==> src/hw/rtl/escape_sequence_decoder_defines.svh <==
// assertion macros shared by the escape sequence decoder rtl
`ifndef ESCAPE_SEQUENCE_DECODER_DEFINES_SVH
`define ESCAPE_SEQUENCE_DECODER_DEFINES_SVH

// property that must hold at every clock edge out of reset
`define ESD_ASSERT_ALWAYS(lbl, cond, msg) \
  lbl: assert property (@(posedge clk) disable iff (!rst_n) (cond)) else $error(msg);

// implication whose consequent is checked in the cycle after the trigger
`define ESD_ASSERT_NEXT(lbl, trig, cons, msg) \
  lbl: assert property (@(posedge clk) disable iff (!rst_n) (trig) |=> (cons)) else $error(msg);

`endif

==> src/hw/rtl/esd_pkg.sv <==
// types, codes and helpers for the escape sequence decoder
package esd_pkg;

  localparam int unsigned BYTE_W     = 8;
  localparam int unsigned FIFO_DEPTH = 4;
  localparam int unsigned PTR_W      = $clog2(FIFO_DEPTH);
  localparam int unsigned CNT_W      = $clog2(FIFO_DEPTH + 1);

  // decode mode codes
  localparam logic [1:0] MODE_PLAIN = 2'd0;
  localparam logic [1:0] MODE_ESC   = 2'd1;
  localparam logic [1:0] MODE_OCT1  = 2'd2;
  localparam logic [1:0] MODE_OCT2  = 2'd3;

  // characters of interest
  localparam logic [BYTE_W-1:0] CHR_BSLASH = 8'h5C;
  localparam logic [BYTE_W-1:0] CHR_ZERO   = 8'h30;
  localparam logic [BYTE_W-1:0] CHR_SEVEN  = 8'h37;

  // one decoded character and its end-of-string flag
  typedef struct packed {
    logic [BYTE_W-1:0] data;
    logic              last;
  } res_t;

  function automatic logic is_oct(input logic [BYTE_W-1:0] b);
    return (b >= CHR_ZERO) && (b <= CHR_SEVEN);
  endfunction

  // letter after a backslash to control code, anything else stands for itself
  function automatic logic [BYTE_W-1:0] map_escape(input logic [BYTE_W-1:0] b);
    logic [BYTE_W-1:0] r;
    unique case (b)
      8'h61:   r = 8'h07;
      8'h62:   r = 8'h08;
      8'h66:   r = 8'h0C;
      8'h6E:   r = 8'h0A;
      8'h72:   r = 8'h0D;
      8'h74:   r = 8'h09;
      8'h76:   r = 8'h0B;
      default: r = b;
    endcase
    return r;
  endfunction

endpackage

==> src/hw/rtl/escape_sequence_decoder.sv <==
// backslash escape decoder (control letters and octal values) with a small result queue
//
// Input channel (in_valid, in_stall, in_byte, in_last): one raw character per
// transaction, in_last on the final character of a string. Output channel
// (out_valid, out_stall, out_byte, out_last): decoded characters, out_last on
// the final decoded character of a string.
// Each accepted character is decoded in the cycle it is taken, against the
// decode mode and octal accumulator registers, and its zero, one or two
// results are written into a four-entry result queue. With the queue empty a
// result is offered in the cycle after its character is accepted, else behind
// the results still queued.
// Throughput is one character per cycle while in_stall is low. A character that
// closes a pending octal value with another ordinary character yields two
// results, and the output port drains one result per cycle while out_stall is
// low; the queue absorbs the extra result.
// When the receiver stalls, the queue fills and in_stall rises once fewer than
// two free entries remain; nothing is lost.
// Synchronous reset empties the queue and returns to plain text mode.
module escape_sequence_decoder (
  input  logic                       clk,
  input  logic                       rst_n,
  input  logic                       in_valid,
  output logic                       in_stall,
  input  logic [esd_pkg::BYTE_W-1:0] in_byte,
  input  logic                       in_last,
  output logic                       out_valid,
  input  logic                       out_stall,
  output logic [esd_pkg::BYTE_W-1:0] out_byte,
  output logic                       out_last
);
  import esd_pkg::*;

  `include "escape_sequence_decoder_defines.svh"

  logic [1:0]        mode_r, mode_nxt;
  logic [BYTE_W-1:0] acc_r, acc_nxt;
  res_t              fifo_r [FIFO_DEPTH];
  logic [PTR_W-1:0]  wr_ptr_r, rd_ptr_r;
  logic [CNT_W-1:0]  count_r, count_nxt;

  logic              in_acc, out_acc;
  logic [1:0]        push_n;
  res_t              res0, res1;
  logic              plain_emit;
  logic [1:0]        plain_mode;
  logic [BYTE_W-1:0] digit, oct_sum;

  assign in_acc  = in_valid && !in_stall;
  assign out_acc = out_valid && !out_stall;

  // plain text handling of the incoming character
  always_comb begin
    if (in_byte == CHR_BSLASH && !in_last) begin
      plain_emit = 1'b0;
      plain_mode = MODE_ESC;
    end else begin
      plain_emit = 1'b1;
      plain_mode = MODE_PLAIN;
    end
  end

  assign digit   = in_byte - CHR_ZERO;
  assign oct_sum = {acc_r[BYTE_W-4:0], 3'b000} + digit;

  // decode one character against the current mode
  always_comb begin
    mode_nxt = mode_r;
    acc_nxt  = acc_r;
    push_n   = 2'd0;
    res0     = '{data: in_byte, last: in_last};
    res1     = '{data: in_byte, last: in_last};
    unique case (mode_r) inside
      MODE_PLAIN: begin
        push_n   = {1'b0, plain_emit};
        mode_nxt = plain_mode;
      end
      MODE_ESC: begin
        if (is_oct(in_byte)) begin
          acc_nxt = digit;
          if (in_last) begin
            push_n   = 2'd1;
            res0     = '{data: digit, last: 1'b1};
            mode_nxt = MODE_PLAIN;
          end else begin
            mode_nxt = MODE_OCT1;
          end
        end else begin
          push_n   = 2'd1;
          res0     = '{data: map_escape(in_byte), last: in_last};
          mode_nxt = MODE_PLAIN;
        end
      end
      MODE_OCT1, MODE_OCT2: begin
        if (is_oct(in_byte)) begin
          acc_nxt = oct_sum;
          if (mode_r == MODE_OCT1 && !in_last) begin
            mode_nxt = MODE_OCT2;
          end else begin
            push_n   = 2'd1;
            res0     = '{data: oct_sum, last: in_last};
            mode_nxt = MODE_PLAIN;
          end
        end else begin
          // flush the pending octal value, then treat the character as plain
          res0     = '{data: acc_r, last: 1'b0};
          push_n   = plain_emit ? 2'd2 : 2'd1;
          mode_nxt = plain_mode;
        end
      end
      default: mode_nxt = MODE_PLAIN;
    endcase
  end

  // decode state registers
  always_ff @(posedge clk) begin
    if (!rst_n) begin
      mode_r <= MODE_PLAIN;
      acc_r  <= '0;
    end else if (in_acc) begin
      mode_r <= mode_nxt;
      acc_r  <= acc_nxt;
    end
  end

  // result queue storage
  always_ff @(posedge clk) begin
    if (in_acc && push_n != 2'd0) begin
      fifo_r[wr_ptr_r] <= res0;
    end
    if (in_acc && push_n == 2'd2) begin
      fifo_r[wr_ptr_r + PTR_W'(1)] <= res1;
    end
  end

  // queue occupancy
  always_comb begin
    count_nxt = count_r + (in_acc ? CNT_W'(push_n) : CNT_W'(0))
                        - (out_acc ? CNT_W'(1) : CNT_W'(0));
  end

  // queue pointers
  always_ff @(posedge clk) begin
    if (!rst_n) begin
      wr_ptr_r <= '0;
      rd_ptr_r <= '0;
      count_r  <= '0;
    end else begin
      if (in_acc) begin
        wr_ptr_r <= wr_ptr_r + PTR_W'(push_n);
      end
      if (out_acc) begin
        rd_ptr_r <= rd_ptr_r + PTR_W'(1);
      end
      count_r <= count_nxt;
    end
  end

  // output side and back pressure
  assign out_valid = (count_r != '0);
  assign out_byte  = fifo_r[rd_ptr_r].data;
  assign out_last  = fifo_r[rd_ptr_r].last;
  assign in_stall  = (count_r > CNT_W'(FIFO_DEPTH - 2));

  // checks
  `ESD_ASSERT_ALWAYS(a_count_bound, count_r <= CNT_W'(FIFO_DEPTH), "result queue overflow")
  `ESD_ASSERT_NEXT(a_last_plain, in_acc && in_last, mode_r == MODE_PLAIN, "mode not plain after string end")
  `ESD_ASSERT_NEXT(a_push_valid, in_acc && push_n != 2'd0, out_valid, "pushed result not offered")
  `ESD_ASSERT_NEXT(a_idle_empty, !out_valid && !in_acc, !out_valid, "result appeared with no input")

endmodule
==> config.mk <==
export PLATFORM = sky130hd
export DESIGN_NAME = escape_sequence_decoder
export DESIGN_NICKNAME = d
export VERILOG_FILES = /design/src/hw/rtl/esd_pkg.sv /design/src/hw/rtl/escape_sequence_decoder.sv
export VERILOG_INCLUDE_DIRS = /design/src /design/src/hw/rtl
export SDC_FILE = /design/constraint.sdc
export NUM_CORES = 1
export LEC_CHECK = 0
export ABC_AREA = 1
export BUFFER_PORTS_ARGS = -buffer_cell sky130_fd_sc_hd__buf_2
export CAP_MARGIN = 20
export CORE_UTILIZATION = 61
export DETAILED_ROUTE_END_ITERATION = 6
export PLACE_DENSITY = 0.8
export SETUP_SLACK_MARGIN = 0.2
export SYNTH_ARGS = -nofsm -noshare
export SYNTH_HDL_FRONTEND = slang
export SYNTH_SLANG_ARGS = --single-unit
==> constraint.sdc <==
create_clock -name clk -period 2.9 [get_ports clk]
set_clock_uncertainty 0.05 [all_clocks]
set_input_delay 0.435 -clock clk [delete_from_list [all_inputs] [get_ports clk]]
set_output_delay 0.435 -clock clk [all_outputs]
set_load 0.02 [all_outputs]
==> results.toml, run 1 <==
[die]
start_util_pct = 63.6
die-height_um = 77.7
die-area_mm2 = 0.00604
coreArea_mm2 = 0.00551
die_w_um = 77.7
rows = 27
io_pins = 24

[run]
maxCapViolCount = 0

[placed_design]
port_buffers = 23
place_congestion = 0.927
dp_hpwl_um = 6500

[global_routing]
grt_pass1_wl_um = 13900
grt-ovfl-total = 0
grtUsageTotal_pct = 29.5
grt_pass1_vias = 2960
antenna_found_initial = 0
grt_max_degree = 25

[detailed_routing]
post_drt_wl_per_cell_um = 14.6
ant_nets = 0
viasPerCell = 5.59
drc = 0
num_vias = 3201
drtIter0Drc = 311
firstDrtPassIters = 5
finalWirelength_um = 8390

[yosys]
synthAdderAreaFrac_pct = 5.08
synth_nets = 493
synth_compound_area_share_pct = 13.2
avgSynthCellArea_um2 = 7.49
netlist_area_mm2 = 0.00350
synth_top_family_by_area = "simple AND/OR/NAND/NOR gates"
yosys_warnings = 0
synthDistinctLibCells = 35
ys_seq_elements = 55
synth-xor-area-share_pct = 0.501
syn_inst = 467
synth-simple-area-share_pct = 31.2
yosysSeqAreaShare_pct = 41.8
yosys-mux-area-fraction_pct = 0

[clocking]
cts.sinks = 55
path_clk_slew_ns = 0.10
cts_inserted_buffers = 5
cts_buffer_depth = 2
cts_resized = 0
tritoncts = "built"
hold_buffers = 0
clk_latency_ns = 0.30
cts_root_buffer = "clkbuf_8"
h-tree-depth = 2
cts_setup_buffers = 0

[critical_path]
crit_slowest_cell = "fa_1"
cpPeakStageDelay_ns = 0.37
crit_chain = "buf_2 > inv_1 > ha_1 > nand4_4 > nand2_1 > nand3_1 > nand2_1 > nand2_1 > ha_1 > inv_1 > ha_1 > fa_1 > xor2_1 > o21ai_0 > a21oi_1"
path_max_fanout = 6
cp.arrival_ns = 2.60
critical_path_required_ns = 3.05
worstSetupPathType = "in -> reg"
startpoint_type = "primary input"
worstSetupEndpointType = "register"

[power_and_ir_drop]
pwr-share-comb_pct = 39.4
vdd_ir_drop_max_uv = 437
power_density_mw_per_mm2 = 630
p_leak_nw = 1.81
p_sw_share_pct = 39.4
intPower_mw = 1.49
power_frac_seq_pct = 42.4
pwr-share-clk_pct = 18.2
power.switching_mw = 0.964
total_power_mw = 2.45

[sta]
worstMarginPinSlew_ns = 0.632
tns_ns = 0
grt_setup_unrepaired = "false"
drv_slew = 0
max_freq_ghz = 0.407
relSlewSlack_pct = 57.7
finalCritPeriodShare_pct = 84.7
setup_viol = 0
fin_crit_ns = 2.46
timing.final.hold_violations = 0

[min_path]
hold_path.class = "in -> reg"

[cells_and_area]
fill_cells = 455
syn2layout_area_growth_pct = 11.1
layout-drive-gt1-share_pct = 14.2
seq_area_mm2 = 0.00146
multiInputGateArea_mm2 = 0.00177
diodes = 0
post-route-util_pct = 70.6
layout.nets = 526

[run_status]
outcome = "finished clean"
==> power groups by stage <==
| stage | Clock, mW | Sequential [mW] | Combinational [mW] |
|---|---|---|---|
| after floorplan | 0 | 1.04 | 0.688 |
| after global routing | 0.478 | 1.05 | 1.08 |
| after global placement | 0 | 1.05 | 0.917 |
| after detailed placement | 0 | 1.06 | 0.949 |
| after CTS | 0.452 | 1.04 | 0.952 |
| final | 0.446 | 1.04 | 0.965 |
==> cell usage in the layout (no fill, tap or decap), types with 6 or more instances in the layout <==
master	count
edfxtp_1	36
o22ai_1	9
nand2_1	132
dfxtp_1	19
ha_1	10
o21ai_0	40
nor2_1	46
inv_1	41
a21oi_1	22
clkbuf_8	6
nand3_1	50
buf_4	22
buf_2	21
==> worst max-delay path, delay by kind of cell <==
| family | cells | cell delay, ns |
|---|---|---|
| compound gates | 2 | 0.20 |
| buf+inv | 3 | 0.26 |
| simple gates | 5 | 0.53 |
| xor+xnor | 1 | 0.16 |
| fa+ha+maj | 4 | 1.00 |
==> flip-flops by register name, summed over array words and instances (netlist names), named ones only <==
register and flops:
rd_ptr_r 2, wr_ptr_r 2, mode_r 2, acc_r 8, fifo_r 36, count_r 3
==> worst paths after layout <==
path / slack (ns) / cells after the start / endpoint / start
max reg2reg: 0.52 / 13 / count_r[2] / mode_r[1]
min: 0.42 / 3 / acc_r[2] / in_byte[2]
max: 0.44 / 15 / count_r[2] / in_byte[5]
min reg2reg: 0.42 / 2 / rd_ptr_r[1] / rd_ptr_r[1]
==> through the flow <==
step	hold slack, ns	instance area [um2]	cells	setup slack, ns
final	0.419	3890	573	0.444
after global routing	0.450	3890	573	0.222
after CTS	0.419	3860	573	0.317
after detailed placement	0.411	3760	565	-0.0000884
after global placement	0.407	3760	565	0.111
after floorplan	0.386	3500	467	0.244
==> cells by family after synthesis <==
| family | after synthesis |
|---|---|
| AND/OR/NAND/NOR | 246 |
| XOR/XNOR | 2 |
| flip-flops | 55 |
| AO/OA/AOI/OAI | 85 |
| buffers and inverters | 66 |
| adder cells (fa/ha/maj) | 13 |
==> synth_stat cells (all sizes together) <==
library cell | instances | area (um2)
o22ai | 9 | 56.3
o21a | 1 | 7.51
o211ai | 2 | 15.0
xor2 | 2 | 17.5
dfxtp | 19 | 380
o21ai | 44 | 224
nand3b | 4 | 30.0
ha | 11 | 138
clkbuf | 5 | 18.8
nor2 | 51 | 229
clkinv | 2 | 12.5
buf | 14 | 87.6
a21oi | 23 | 119
fa | 2 | 40.0
nor3 | 4 | 25.0
inv | 45 | 171
a31oi | 4 | 25.0
nand2 | 135 | 529
a22oi | 2 | 15.0
nand3 | 50 | 250
nand4 | 2 | 27.5
edfxtp | 36 | 1080
==> metal layers <==
layer  wire length, um  up-vias  GRT usage, %
li1                  -     1622             -
met1              3620     1458          38.5
met2              4200      112          51.6
met3               467        9          3.41
met4               101        0          7.74
met5                 0        -             0
==> layout make-up <==
class	count	share of cell area (%)
Clock inverter	2	0.418
Multi-Input combinational cell	346	45.5
Tap cell	72	2.32
Timing Repair Buffer	45	7.34
Inverter	47	4.73
Clock buffer	6	2.12
Sequential cell	55	37.6
Note: power is estimated with default switching activity, not from simulation.
==> inputs of run 2 (changes only) <==
--- a/config.mk
+++ b/config.mk
@@ -6,7 +6,7 @@
 export SDC_FILE = /design/constraint.sdc
 export NUM_CORES = 1
 export LEC_CHECK = 0
-export ABC_AREA = 1
+export ABC_AREA = 0
 export BUFFER_PORTS_ARGS = -buffer_cell sky130_fd_sc_hd__buf_2
 export CAP_MARGIN = 20
 export CORE_UTILIZATION = 61
==> constraint.sdc (replaced) <==
create_clock -name clk -period 2.4 [get_ports clk]
set_clock_uncertainty 0.05 [all_clocks]
set_input_delay 0.36 -clock clk [delete_from_list [all_inputs] [get_ports clk]]
set_output_delay 0.36 -clock clk [all_outputs]
set_load 0.02 [all_outputs]
==> run 2 against run 1 <==
The run now ends with setup timing left. Largest cell class unchanged. Sequential share of layout area down 8.0 points. Final area up 27%. Wire length up 35%. Non-clock buffer count up 59.
==> results.toml, run 2 <==
[run_status]
outcome = "finished with violations"
violations = "setup timing"

[clocking]
tritoncts = "built"
cts.sinks = 55
h-tree-depth = 2
cts_buffer_depth = 2
path_clk_slew_ns = 0.10
cts_inserted_buffers = 5
clk_latency_ns = 0.31
cts_root_buffer = "clkbuf_8"
hold_buffers = 0

[yosys]
ys_seq_elements = 55
ys.flop_type = "edfxtp_1"
yosys-top-cells-count = "edfxtp_1, nand2_1, dfxtp_1"
yosys-top-cells-area = "edfxtp_1, dfxtp_1, mux4_2"
synth_top_area_share_pct = 30.1
async_flop_share_pct = 0
avgSynthCellArea_um2 = 10.6
synthDistinctLibCells = 67
yosys_warnings = 0
synth-edff-count = 36
synth_nets = 366
yosysMostFrequentCell = "edfxtp_1"
synth_area_leader_cell = "edfxtp_1"
yosysSeqAreaShare_pct = 40.7
syn_inst = 340
netlist_area_mm2 = 0.00359

[detailed_routing]
post_drt_wl_per_cell_um = 22.6
drc = 0
firstDrtPassIters = 5
ant_nets = 0
finalWirelength_um = 11300
drtIter0Drc = 458
num_vias = 3356
viasPerCell = 6.70

[placed_design]
place_area_mm2 = 0.00425
port_buffers = 23
place_congestion = 0.923
dpl.cell_count = 471
pre_cts_ws_ns = -0.578
dp_hpwl_um = 6640

[cells_and_area]
layout.nets = 454
fill_cells = 221
final_cell_mix = "buf_4, edfxtp_1, nand2_1"
layout_commonest_cell = "buf_4"
seq_area_mm2 = 0.00147
final_cell_area_mm2 = 0.00495
syn2layout_area_growth_pct = 37.9
reg.largest.list = "fifo_r: 36 flops, acc_r: 8 flops, count_r: 3 flops"
multiInputGateArea_mm2 = 0.00239
finalNonFillerCells = 501
layout-drive-gt1-share_pct = 47.6
regMostFlops = "fifo_r"
largest_reg_flops = 36
diodes = 0

[sta]
worstMarginPinSlew_ns = 0.603
setup_viol = 6
relSlewSlack_pct = 59.7
finalCritPeriodShare_pct = 108
grt_setup_unrepaired = "true"
max_freq_ghz = 0.385
drv_slew = 0
fin_crit_ns = 2.60
setup_ws_ns = -0.200
tns_ns = -0.425
timing.final.hold_violations = 0

[die]
die-area_mm2 = 0.00620
die_w_um = 78.7
start_util_pct = 64.4
io_pins = 24
coreArea_mm2 = 0.00557
die-height_um = 78.7
rows = 27

[critical_path]
startpoint_type = "primary input"
path_max_fanout = 3
startpoint = "in_byte[5]"
crit_buf_inv = 2
cpPeakStageDelay_ns = 0.47
critical_path_required_ns = 2.57
crit_slowest_cell = "or4b_4"
worstSetupEndpointType = "register"
r2r_start = "count_r[0]"
cp.arrival_ns = 2.77
cp_top_family = "adder cells"
crit_chain = "buf_8 > ha_4 > or4b_4 > a21o_1 > a21oi_2 > nand2_1 > ha_1 > inv_2 > ha_4 > fa_2 > xnor2_2 > xnor2_1 > and2_1"
cp_common_cell = "ha_4"
worstSetupPathType = "in -> reg"

[global_routing]
grt-ovfl-total = 0
antenna_found_initial = 0
grtUsageMet1_pct = 40.2
grt_max_degree = 30
grt_pass1_wl_um = 15100
busiest_layer = "met2"
grt_use_met2_pct = 57.1
met3_usage_pct = 4.48
grt_pass1_vias = 2973
grtUsageTotal_pct = 32.1

[min_path]
hp-start = "rst_n"
hold_path.class = "in -> reg"

[power_and_ir_drop]
total_power_mw = 2.72
vdd_ir_drop_max_uv = 620
power_density_mw_per_mm2 = 549
p_leak_nw = 1.91

[run]
maxCapViolCount = 0
-- run 2: stage by stage --
stage	hold WS, ns	utilization, %
floorplan	0.404	-
global placement	0.416	76.3
detailed placement	0.446	76.3
CTS	0.391	81.5
global route	0.417	88.8
finish	0.395	88.8
-- run 2: worst paths after layout --
kind                      to  slack [ns]  cells past startpoint
setup reg to reg  count_r[2]        0.03                      9
setup / recovery  count_r[2]       -0.20                     13
hold / removal      acc_r[3]        0.40                      2
hold reg to reg     acc_r[6]        0.46                      2
-- run 2: final cells by class --
cell class | instances | share of cell area (%)
Multi-Input combinational cell | 247 | 48.4
Sequential cell | 55 | 29.6
Timing Repair Buffer | 104 | 17.1
Tap cell | 72 | 1.82
Clock buffer | 5 | 1.39
Inverter | 15 | 1.19
Clock inverter | 3 | 0.455
-- run 2: cells by family after synthesis --
kind of cell / share of synthesized area [%]
muxes: 13.6
buffers and inverters: 5.05
DFF: 40.7
adders and majority gates: 4.95
xor gates and xnor gates: 3.10
AOI/OAI and AO/OA: 13.7
and+or+nand+nor: 18.9
-- run 2: metal layers --
layer,up-vias,routed length (um)
li1,1451,-
met1,1621,4220
met2,212,5690
met3,72,823
met4,0,580
met5,-,0
-- run 2: what timing repair did --
action,CTS,global route
resized for setup,41,61
buffers inserted,5,14
setup endpoints to repair,44,48
cloned,1,2
pin swaps,16,18
endpoints found under the hold margin,0,0
-- run 2: power by group --
group	switching [mW]	leakage, nW	total [mW]	internal (mW)
clock network	0.331	0.0485	0.541	0.210
registers	0.0796	0.485	1.19	1.11
logic	0.530	1.38	0.980	0.450
total	0.940	1.91	2.72	1.78
